==> src/rtl/core/mrhb_pkg.sv <==
// shared types and constants of the multi-ring history buffer
package mrhb_pkg;

  localparam int unsigned RingDepthDef = 16;
  localparam int unsigned RingCountDef = 4;

  localparam int unsigned FuncW  = 2;
  localparam int unsigned BufIdW = 2;
  localparam int unsigned DataW  = 32;
  localparam int unsigned CountW = 5;

  typedef enum logic [FuncW-1:0] {
    FUNC_WRITE = 2'd0,
    FUNC_READ  = 2'd1,
    FUNC_CLEAR = 2'd2,
    FUNC_QUERY = 2'd3
  } func_e;

  // commands from the controller to the datapath
  typedef struct packed {
    logic do_write;
    logic do_clear;
    logic load_status;
    logic start_read;
    logic next_read;
    logic load_word;
  } ctrl_cmd_t;

  // status from the datapath to the controller
  typedef struct packed {
    logic slot_free;
    logic read_empty;
    logic run_last;
  } ctrl_sts_t;

endpackage

==> src/rtl/core/mrhb_if.sv <==
// request and response channel interfaces
interface mrhb_req_if;
  logic                           valid;
  logic                           ready;
  logic [mrhb_pkg::FuncW-1:0]     func;
  logic [mrhb_pkg::BufIdW-1:0]    buffer_id;
  logic [mrhb_pkg::DataW-1:0]     data_in;

  modport source (output valid, func, buffer_id, data_in, input ready);
  modport sink   (input valid, func, buffer_id, data_in, output ready);
endinterface

interface mrhb_rsp_if;
  logic                           valid;
  logic                           ready;
  logic [mrhb_pkg::DataW-1:0]     data_out;
  logic [mrhb_pkg::CountW-1:0]    count;
  logic                           has_data;
  logic                           last;

  modport source (output valid, data_out, count, has_data, last, input ready);
  modport sink   (input valid, data_out, count, has_data, last, output ready);
endinterface

==> src/rtl/core/mrhb_ram.sv <==
// generic simple dual-port ram with registered read
module mrhb_ram #(
  parameter int unsigned WIDTH = 32,
  parameter int unsigned DEPTH = 64
) (
  input  logic                     clk_i,
  input  logic                     we_i,
  input  logic [$clog2(DEPTH)-1:0] waddr_i,
  input  logic [WIDTH-1:0]         wdata_i,
  input  logic                     re_i,
  input  logic [$clog2(DEPTH)-1:0] raddr_i,
  output logic [WIDTH-1:0]         rdata_o
);

  logic [WIDTH-1:0] mem_q [DEPTH];
  logic [WIDTH-1:0] rdata_q;

  always_ff @(posedge clk_i) begin
    if (we_i) begin
      mem_q[waddr_i] <= wdata_i;
    end
    if (re_i) begin
      rdata_q <= mem_q[raddr_i];
    end
  end

  assign rdata_o = rdata_q;

endmodule

==> src/rtl/core/mrhb_ctrl.sv <==
// controller state machine: decodes items and sequences the drain of a ring
module mrhb_ctrl (
  input  logic                       clk_i,
  input  logic                       rst_ni,
  input  logic                       in_valid_i,
  input  logic [mrhb_pkg::FuncW-1:0] in_func_i,
  output logic                       in_ready_o,
  input  mrhb_pkg::ctrl_sts_t        sts_i,
  output mrhb_pkg::ctrl_cmd_t        cmd_o
);

  typedef enum logic [1:0] {
    S_IDLE  = 2'b01,
    S_FETCH = 2'b10
  } state_e;

  state_e state_q, state_d;
  logic   accept;

  assign in_ready_o = (state_q == S_IDLE) && sts_i.slot_free;
  assign accept     = in_valid_i && in_ready_o;

  always_comb begin
    state_d = state_q;
    cmd_o   = '0;
    case (state_q)
      S_IDLE: begin
        if (accept) begin
          case (mrhb_pkg::func_e'(in_func_i))
            mrhb_pkg::FUNC_WRITE: cmd_o.do_write    = 1'b1;
            mrhb_pkg::FUNC_CLEAR: cmd_o.do_clear    = 1'b1;
            mrhb_pkg::FUNC_QUERY: cmd_o.load_status = 1'b1;
            mrhb_pkg::FUNC_READ: begin
              if (sts_i.read_empty) begin
                cmd_o.load_status = 1'b1;
              end else begin
                cmd_o.start_read = 1'b1;
                state_d          = S_FETCH;
              end
            end
            default: cmd_o = '0;
          endcase
        end
      end
      S_FETCH: begin
        // ram data stays put until the output slot frees up
        if (sts_i.slot_free) begin
          cmd_o.load_word = 1'b1;
          if (sts_i.run_last) begin
            state_d = S_IDLE;
          end else begin
            cmd_o.next_read = 1'b1;
          end
        end
      end
      default: state_d = S_IDLE;
    endcase
  end

  always_ff @(posedge clk_i or negedge rst_ni) begin
    if (!rst_ni) begin
      state_q <= S_IDLE;
    end else begin
      state_q <= state_d;
    end
  end

endmodule

==> src/rtl/core/mrhb_dp.sv <==
// datapath: ring heads and counts, word memory, drain cursor, output register
module mrhb_dp #(
  parameter int unsigned RING_DEPTH = mrhb_pkg::RingDepthDef,
  parameter int unsigned RING_COUNT = mrhb_pkg::RingCountDef
) (
  input  logic                        clk_i,
  input  logic                        rst_ni,
  input  logic [mrhb_pkg::BufIdW-1:0] buffer_id_i,
  input  logic [mrhb_pkg::DataW-1:0]  data_in_i,
  input  mrhb_pkg::ctrl_cmd_t         cmd_i,
  output mrhb_pkg::ctrl_sts_t         sts_o,
  output logic                        out_valid_o,
  input  logic                        out_ready_i,
  output logic [mrhb_pkg::DataW-1:0]  data_out_o,
  output logic [mrhb_pkg::CountW-1:0] count_o,
  output logic                        has_data_o,
  output logic                        last_o
);

  // only rings that buffer_id can name get storage
  localparam int unsigned MaxRings  = 2 ** mrhb_pkg::BufIdW;
  localparam int unsigned LiveRings = (RING_COUNT < MaxRings) ? RING_COUNT : MaxRings;
  localparam int unsigned RingW     = (LiveRings > 1) ? $clog2(LiveRings) : 1;
  localparam int unsigned HeadW     = $clog2(RING_DEPTH);
  localparam int unsigned CntW      = $clog2(RING_DEPTH + 1);
  localparam int unsigned Words     = LiveRings * RING_DEPTH;
  localparam int unsigned AddrW     = $clog2(Words);
  localparam int unsigned CountW    = mrhb_pkg::CountW;
  localparam int unsigned DataW     = mrhb_pkg::DataW;

  localparam logic [HeadW-1:0] LastSlot = HeadW'(RING_DEPTH - 1);
  localparam logic [CntW-1:0]  FullCnt  = CntW'(RING_DEPTH);
  localparam logic [AddrW-1:0] DepthA   = AddrW'(RING_DEPTH);

  logic [HeadW-1:0] head_q [LiveRings];
  logic [CntW-1:0]  cnt_q  [LiveRings];

  logic             present;
  logic [RingW-1:0] sel;
  logic [HeadW-1:0] cur_head;
  logic [CntW-1:0]  cur_cnt;
  logic [AddrW-1:0] base;

  // drain run state
  logic [AddrW-1:0] run_base_q;
  logic [HeadW-1:0] rd_slot_q, rd_slot_d;
  logic [CntW-1:0]  run_n_q;
  logic [CntW-1:0]  rem_q;

  logic             ram_re;
  logic [AddrW-1:0] ram_raddr;
  logic [DataW-1:0] ram_rdata;

  logic              out_valid_q;
  logic [DataW-1:0]  data_out_q;
  logic [CountW-1:0] count_q;
  logic              has_data_q;
  logic              last_q;

  logic [CntW+CountW-1:0] cur_cnt_wide;
  logic [CntW+CountW-1:0] run_n_wide;

  assign present  = ({{(32 - mrhb_pkg::BufIdW){1'b0}}, buffer_id_i} < 32'(RING_COUNT));
  assign sel      = buffer_id_i[RingW-1:0];
  assign cur_head = head_q[sel];
  assign cur_cnt  = present ? cnt_q[sel] : '0;
  assign base     = AddrW'(sel) * DepthA;

  // newest word sits one slot behind the head
  always_comb begin
    if (cmd_i.start_read) begin
      rd_slot_d = (cur_head == '0) ? LastSlot : cur_head - HeadW'(1);
      ram_raddr = base + AddrW'(rd_slot_d);
    end else begin
      rd_slot_d = (rd_slot_q == '0) ? LastSlot : rd_slot_q - HeadW'(1);
      ram_raddr = run_base_q + AddrW'(rd_slot_d);
    end
  end

  assign ram_re = cmd_i.start_read || cmd_i.next_read;

  mrhb_ram #(
    .WIDTH (DataW),
    .DEPTH (Words)
  ) u_ram (
    .clk_i   (clk_i),
    .we_i    (cmd_i.do_write && present),
    .waddr_i (base + AddrW'(cur_head)),
    .wdata_i (data_in_i),
    .re_i    (ram_re),
    .raddr_i (ram_raddr),
    .rdata_o (ram_rdata)
  );

  always_ff @(posedge clk_i or negedge rst_ni) begin
    if (!rst_ni) begin
      for (int i = 0; i < LiveRings; i++) begin
        head_q[i] <= '0;
        cnt_q[i]  <= '0;
      end
    end else if (present) begin
      if (cmd_i.do_write) begin
        head_q[sel] <= (cur_head == LastSlot) ? '0 : cur_head + HeadW'(1);
        if (cnt_q[sel] != FullCnt) begin
          cnt_q[sel] <= cnt_q[sel] + CntW'(1);
        end
      end else if (cmd_i.do_clear) begin
        // stale words are never read back, so the memory is left alone
        head_q[sel] <= '0;
        cnt_q[sel]  <= '0;
      end else if (cmd_i.start_read) begin
        cnt_q[sel] <= '0;
      end
    end
  end

  always_ff @(posedge clk_i or negedge rst_ni) begin
    if (!rst_ni) begin
      rem_q <= '0;
    end else if (cmd_i.start_read) begin
      rem_q <= cur_cnt;
    end else if (cmd_i.load_word) begin
      rem_q <= rem_q - CntW'(1);
    end
  end

  always_ff @(posedge clk_i) begin
    if (cmd_i.start_read) begin
      run_base_q <= base;
      run_n_q    <= cur_cnt;
    end
    if (ram_re) begin
      rd_slot_q <= rd_slot_d;
    end
  end

  assign cur_cnt_wide = {{CountW{1'b0}}, cur_cnt};
  assign run_n_wide   = {{CountW{1'b0}}, run_n_q};

  always_ff @(posedge clk_i or negedge rst_ni) begin
    if (!rst_ni) begin
      out_valid_q <= 1'b0;
    end else if (cmd_i.load_status || cmd_i.load_word) begin
      out_valid_q <= 1'b1;
    end else if (out_ready_i) begin
      out_valid_q <= 1'b0;
    end
  end

  always_ff @(posedge clk_i) begin
    if (cmd_i.load_status) begin
      data_out_q <= '0;
      count_q    <= cur_cnt_wide[CountW-1:0];
      has_data_q <= 1'b0;
      last_q     <= 1'b1;
    end else if (cmd_i.load_word) begin
      data_out_q <= ram_rdata;
      count_q    <= run_n_wide[CountW-1:0];
      has_data_q <= 1'b1;
      last_q     <= (rem_q == CntW'(1));
    end
  end

  assign sts_o.slot_free  = !out_valid_q || out_ready_i;
  assign sts_o.read_empty = (cur_cnt == '0);
  assign sts_o.run_last   = (rem_q == CntW'(1));

  assign out_valid_o = out_valid_q;
  assign data_out_o  = data_out_q;
  assign count_o     = count_q;
  assign has_data_o  = has_data_q;
  assign last_o      = last_q;

endmodule

==> src/rtl/core/multi_ring_history_buffer_top.sv <==
// Multi-ring history buffer: up to four independent rings of RING_DEPTH 32-bit words held in
// one memory. A write stores a word at the ring's head and raises its unread count, which
// saturates at RING_DEPTH so old words get overwritten; a read drains the unread words newest
// first and zeroes the count; a clear empties a ring; a query reports the unread count. A read
// of a ring holding n words first starts the run, then moves one word per cycle through the
// single memory read port, stretched by any output stall. The next item is taken while the
// last result still waits in the output register, provided the sink takes it in the same cycle.
// No clearing pass after reset: the block is ready at once.
module multi_ring_history_buffer_top #(
  parameter int unsigned RING_DEPTH = mrhb_pkg::RingDepthDef,
  parameter int unsigned RING_COUNT = mrhb_pkg::RingCountDef
) (
  input  logic              clk_i,
  input  logic              rst_ni,
  mrhb_req_if.sink          req_i,
  mrhb_rsp_if.source        rsp_o
);

  mrhb_pkg::ctrl_cmd_t cmd;
  mrhb_pkg::ctrl_sts_t sts;

  mrhb_ctrl u_ctrl (
    .clk_i      (clk_i),
    .rst_ni     (rst_ni),
    .in_valid_i (req_i.valid),
    .in_func_i  (req_i.func),
    .in_ready_o (req_i.ready),
    .sts_i      (sts),
    .cmd_o      (cmd)
  );

  mrhb_dp #(
    .RING_DEPTH (RING_DEPTH),
    .RING_COUNT (RING_COUNT)
  ) u_dp (
    .clk_i       (clk_i),
    .rst_ni      (rst_ni),
    .buffer_id_i (req_i.buffer_id),
    .data_in_i   (req_i.data_in),
    .cmd_i       (cmd),
    .sts_o       (sts),
    .out_valid_o (rsp_o.valid),
    .out_ready_i (rsp_o.ready),
    .data_out_o  (rsp_o.data_out),
    .count_o     (rsp_o.count),
    .has_data_o  (rsp_o.has_data),
    .last_o      (rsp_o.last)
  );

endmodule

==> src/flat_wrapper.sv <==
// flat-port wrapper written by rule: the top's interface ports become plain ports
module multi_ring_history_buffer_top_flat 
#(
  parameter int unsigned RING_DEPTH = mrhb_pkg::RingDepthDef,
  parameter int unsigned RING_COUNT = mrhb_pkg::RingCountDef
)
  (clk_i, rst_ni, req_i_valid, req_i_func, req_i_buffer_id, req_i_data_in, req_i_ready, rsp_o_valid, rsp_o_data_out, rsp_o_count, rsp_o_has_data, rsp_o_last, rsp_o_ready);
  mrhb_req_if req_i_i ();
  mrhb_rsp_if rsp_o_i ();
  input  logic clk_i;
  input  logic rst_ni;
  input wire logic [$bits(req_i_i.valid)-1:0] req_i_valid;
  input wire logic [$bits(req_i_i.func)-1:0] req_i_func;
  input wire logic [$bits(req_i_i.buffer_id)-1:0] req_i_buffer_id;
  input wire logic [$bits(req_i_i.data_in)-1:0] req_i_data_in;
  output wire logic [$bits(req_i_i.ready)-1:0] req_i_ready;
  output wire logic [$bits(rsp_o_i.valid)-1:0] rsp_o_valid;
  output wire logic [$bits(rsp_o_i.data_out)-1:0] rsp_o_data_out;
  output wire logic [$bits(rsp_o_i.count)-1:0] rsp_o_count;
  output wire logic [$bits(rsp_o_i.has_data)-1:0] rsp_o_has_data;
  output wire logic [$bits(rsp_o_i.last)-1:0] rsp_o_last;
  input wire logic [$bits(rsp_o_i.ready)-1:0] rsp_o_ready;
  assign req_i_i.valid = req_i_valid;
  assign req_i_i.func = req_i_func;
  assign req_i_i.buffer_id = req_i_buffer_id;
  assign req_i_i.data_in = req_i_data_in;
  assign req_i_ready = req_i_i.ready;
  assign rsp_o_valid = rsp_o_i.valid;
  assign rsp_o_data_out = rsp_o_i.data_out;
  assign rsp_o_count = rsp_o_i.count;
  assign rsp_o_has_data = rsp_o_i.has_data;
  assign rsp_o_last = rsp_o_i.last;
  assign rsp_o_i.ready = rsp_o_ready;
  multi_ring_history_buffer_top #(.RING_DEPTH(RING_DEPTH), .RING_COUNT(RING_COUNT)) u_core (.clk_i(clk_i), .rst_ni(rst_ni), .req_i(req_i_i), .rsp_o(rsp_o_i));
endmodule
==> config.mk <==
export PLATFORM = sky130hd
export DESIGN_NAME = multi_ring_history_buffer_top_flat
export DESIGN_NICKNAME = d
export VERILOG_FILES = /design/src/rtl/core/mrhb_pkg.sv /design/src/rtl/core/mrhb_if.sv /design/src/rtl/core/mrhb_ram.sv /design/src/rtl/core/mrhb_ctrl.sv /design/src/rtl/core/mrhb_dp.sv /design/src/rtl/core/multi_ring_history_buffer_top.sv /design/src/flat_wrapper.sv
export SDC_FILE = /design/constraint.sdc
export NUM_CORES = 2
export LEC_CHECK = 0
export BUFFER_PORTS_ARGS = -buffer_cell sky130_fd_sc_hd__buf_4
export CELL_PAD_IN_SITES_DETAIL_PLACEMENT = 1
export CELL_PAD_IN_SITES_GLOBAL_PLACEMENT = 1
export CORE_AREA = 2 2 416 418
export CTS_BUF_LIST = sky130_fd_sc_hd__clkbuf_16
export CTS_CLUSTER_DIAMETER = 100
export DETAILED_ROUTE_END_ITERATION = 10
export DIE_AREA = 0 0 418 420
export PLACE_DENSITY_LB_ADDON = 0.1
export SYNTH_ARGS = -nofsm -noshare
export SYNTH_HDL_FRONTEND = slang
export SYNTH_SLANG_ARGS = --single-unit
==> constraint.sdc <==
create_clock -name clk_i -period 9 [get_ports clk_i]
set_clock_uncertainty 0.1 [all_clocks]
set_input_delay 1.35 -clock clk_i [delete_from_list [all_inputs] [get_ports clk_i]]
set_output_delay 1.35 -clock clk_i [all_outputs]
set_load 0.01 [all_outputs]
==> impl_metrics.ini <==
[setup_path]
cp-end-kind = flop
crit_path_top_delay_cell = a31o_2
crit_family = compound AO/OA/AOI/OAI gates
startpoint_type = input port
crit_type = input port to flop
cpPeakStageDelay_ns = 0.74
crit_arrival_ns = 7.35
worst-path-buf-inv = 5
critPathMaxFanout = 97
worstSetupStartpoint = req_i_buffer_id[0]
path_cells = buf_4 -> mux4_2 -> inv_1 -> ha_1 -> nand2b_1 -> o2bb2ai_1 -> a31o_2 -> inv_2 -> o22ai_4 -> buf_12 -> buf_12 -> mux2i_1 -> o22ai_1 -> nor4_1 -> nor4_1 -> or4_1
reg2reg_from = u_core.u_dp.cnt_q[1]
critPathRequiredTime_ns = 9.50

[route]
wl_met3_um = 28180
drt-vias-per-instance = 6.432
met2_length_um = 134300
firstDrtPassIters = 5
initialDrtViolationCount = 7101
wl_met1_um = 117700
ant_nets = 0
top_layer = met5
via_count = 55130
routed_wl_um = 290300
wire_per_inst_um = 33.87
drc_errors = 0

[clocking]
clk_pin_slew_ns = 0.06
cts_tree = yes
clkLatencyLatePin_ns = 0.87
cts_root_buffer = clkbuf_16
h-tree-depth = 4
clock-sinks = 2174
hold_buffers = 0
post_cts_resized = 0
post_cts_buffers = 0
cts-buffers-inserted = 223
max-clock-path-buffers = 3

[power]
power_density_nw_per_um2 = 218.5
leakage_nw = 32.88
p_int_mw = 16.25
irDropWorstVdd_v = 0.0002039
p_sw_frac = 0.2242
pwr-share-seq = 0.533
report.power.total_mw = 20.95
combPwrFrac = 0.049
switchingPower_mw = 4.695
clock_power_share = 0.418

[synth]
synth_top_family_by_area = simple AND/OR/NAND/NOR gates
synth_area_leaders = edfxtp_1, nand2_1, mux2i_1, nand3_1, a21oi_1
synthXorXnorAreaFrac = 0.0009258
syn_area_um2 = 85140
synth_compound_area_frac = 0.04597
synth-edff-count = 2096
synth-seq-area-share = 0.7602
synth_fp_nets = 6118
synthMuxAreaShare = 0.05045
netlist_instances = 6070
synthFlopType = edfxtp_1
synthAdderAreaFrac = 0.001176
synth_simple_gate_area_frac = 0.1211
synth.top_cell.area_share = 0.7392
yosysWarnings = 0
yosysTopAreaCell = edfxtp_1
post_synth.cell_area_avg_um2 = 14.03
async_flop_share = 0.02024
yosysUniqueCellTypes = 56
ys_ff_latch = 2174

[timing]
fin_setup_tns_ns = 0
relSlewSlack = -0.0008745
finalCritPeriodShare = 0.7609
setup_viol = 0
min_period_ns = 6.848
maxSlewViolCount = 1
worst_slew_pin_slew_ns = 1.488
fmax_mhz = 146.0
hold_violations = 0
rsz0062_at_grt = no

[run_status]
status = finished with violations
violations = max-capacitance violations, max-slew violations

[grt]
grt_pass1_vias = 54690
grt_first_pass_wirelength_um = 408200
overflow = 0
antenna_found_initial = 21
grt_max_degree = 141
gr-usage-all-layers = 0.3287

[min_path]
hold_path_class = flop to flop
hold_start = u_core.u_dp.data_out_o[13]

[die]
die-area_um2 = 175600
initial_core_util = 0.4980
core_area_um2 = 171000
core.rowCount = 152
io_pins = 81
die_w_um = 418
die_y_um = 420

[placement]
io_buffers = 80
dp.final_hpwl_um = 154800
gp_congestion = 0.8236

[final_layout]
nets = 6199
utilization = 0.5606
drive_gt1_frac = 0.1036
area_growth_pct = 12.56
fill_cells = 16290

[job]
maxCapViolCount = 1
==> power by group through the flow <==
| stage | clock network, mW | logic [mW] | registers, mW |
|---|---|---|---|
| 2_1_floorplan | 0 | 0.489 | 11.4 |
| 3_3_place_gp | 0 | 0.989 | 11.4 |
| 3_5_place_dp | 0 | 1.01 | 11.4 |
| 4_1_cts | 8.84 | 1.02 | 11.2 |
| 5_1_grt | 9.19 | 1.09 | 11.2 |
| 6_report | 8.75 | 1.03 | 11.2 |
==> registers in the layout, summed over array words and instances (netlist names) <==
name                       flops
u_core.u_dp.data_out_o        32
u_core.u_dp.u_ram.mem_q     2048
u_core.u_dp.run_base_q         2
u_core.u_dp.out_valid_o        1
u_core.u_dp.cnt_q             20
u_core.u_dp.u_ram.rdata_o     32
u_core.u_ctrl.state_q          2
u_core.u_dp.run_n_q            5
u_core.u_dp.count_o            5
u_core.u_dp.last_o             1
u_core.u_dp.rd_slot_q          4
u_core.u_dp.has_data_o         1
u_core.u_dp.head_q            16
u_core.u_dp.rem_q              5
==> cell usage after synthesis (32+ instances only) <==
cell type and number:
edfxtp_1 2096, nand2_1 1475, nand3_1 496, a21oi_1 442, mux2i_1 369, nor4_1 196, clkbuf_1 168, buf_2 143
nor2_1 141, o22ai_1 110, buf_1 49, dfrtp_1 43, dfxtp_1 34, mux2_2 33, a31oi_1 32
==> stage by stage <==
step                std cells  instance area (µm²)  worst slack (ns)  hold WS, ns
floorplan                6070                85140             3.292       0.3433
global placement         8157                88960             1.360       0.3484
detailed placement       8158                88990             1.290       0.3535
CTS                      8566                95820             2.163       0.3598
global route             8567                95830             1.840       0.3834
finish                   8571                95840             2.152       0.3560
==> worst min-delay path, cell delays in order (launching register included) <==
cell and delay, ns:
dfxtp_1 0.31, nand2_1 0.05, a21oi_1 0.05
==> kinds of logic (layout without fill, tap and decap cells) <==
logic type                 count (synthesis)  count (layout)
xor gates and xnor gates                   9               9
muxes                                    413             413
buffers and inverters                    393             657
other                                      0               4
and+or+nand+nor                         2390            2390
adders and majority gates                  8               8
DFF                                     2174            2174
AOI/OAI and AO/OA                        683             683
==> layer usage <==
metal	global-route usage	vias up
li1	-	22810
met1	0.4694	29040
met2	0.5161	2795
met3	0.05295	477
met4	0.1108	10
met5	0	-
==> cell type report <==
type	count	area [µm²]	area share
flip-flops and latches	2174	64720	0.6753
multi-input cells	3503	19350	0.2020
clock buffers	225	5630	0.05875
well taps	2233	2794	0.02915
repair buffers	232	2039	0.02128
clock inverters	183	1204	0.01256
inverters	17	83.83	0.0008747
diodes	4	10.01	0.0001044
==> final timing paths <==
| kind | cells after the start | end | slack, ns |
|---|---|---|---|
| max reg2reg | 15 | u_core.u_dp.u_ram.rdata_o[1] | 2.65 |
| max | 16 | u_core.u_dp.u_ram.rdata_o[1] | 2.15 |
| min in group asynchronous | 1 | u_core.u_ctrl.state_q[1] | 0.40 |
| max in group asynchronous | 1 | u_core.u_dp.head_q[5] | 8.00 |
| min | 2 | u_core.u_dp.data_out_o[13] | 0.36 |
| min reg2reg | 2 | u_core.u_dp.data_out_o[13] | 0.36 |
==> cells in the final DEF, fill, tap and decap left out, types with 5 or more instances in the layout <==
cell          n
edfxtp_1   2096
nand2_1    1472
nand3_1     496
a21oi_1     442
mux2i_1     366
clkbuf_16   225
buf_4       206
nor4_1      188
o22ai_1     110
nor2_1       78
inv_1        72
nor2_4       63
clkinv_1     60
dfrtp_1      43
dfxtp_1      34
a31oi_1      32
clkinv_2     32
mux2_2       30
o221ai_1     29
or4_1        27
buf_12       24
o21ai_0      15
bufinv_16    13
a211o_1      12
or3_1        10
nand2b_1      9
nor3_1        9
mux4_2        8
nor4_2        8
ha_1          8
nor2b_1       7
a22oi_1       7
and3_1        6
nand4_1       6
xnor2_1       6
a22o_1        6
inv_6         6
clkinv_8      5
No activity file was read; power rests on OpenSTA's default activity.
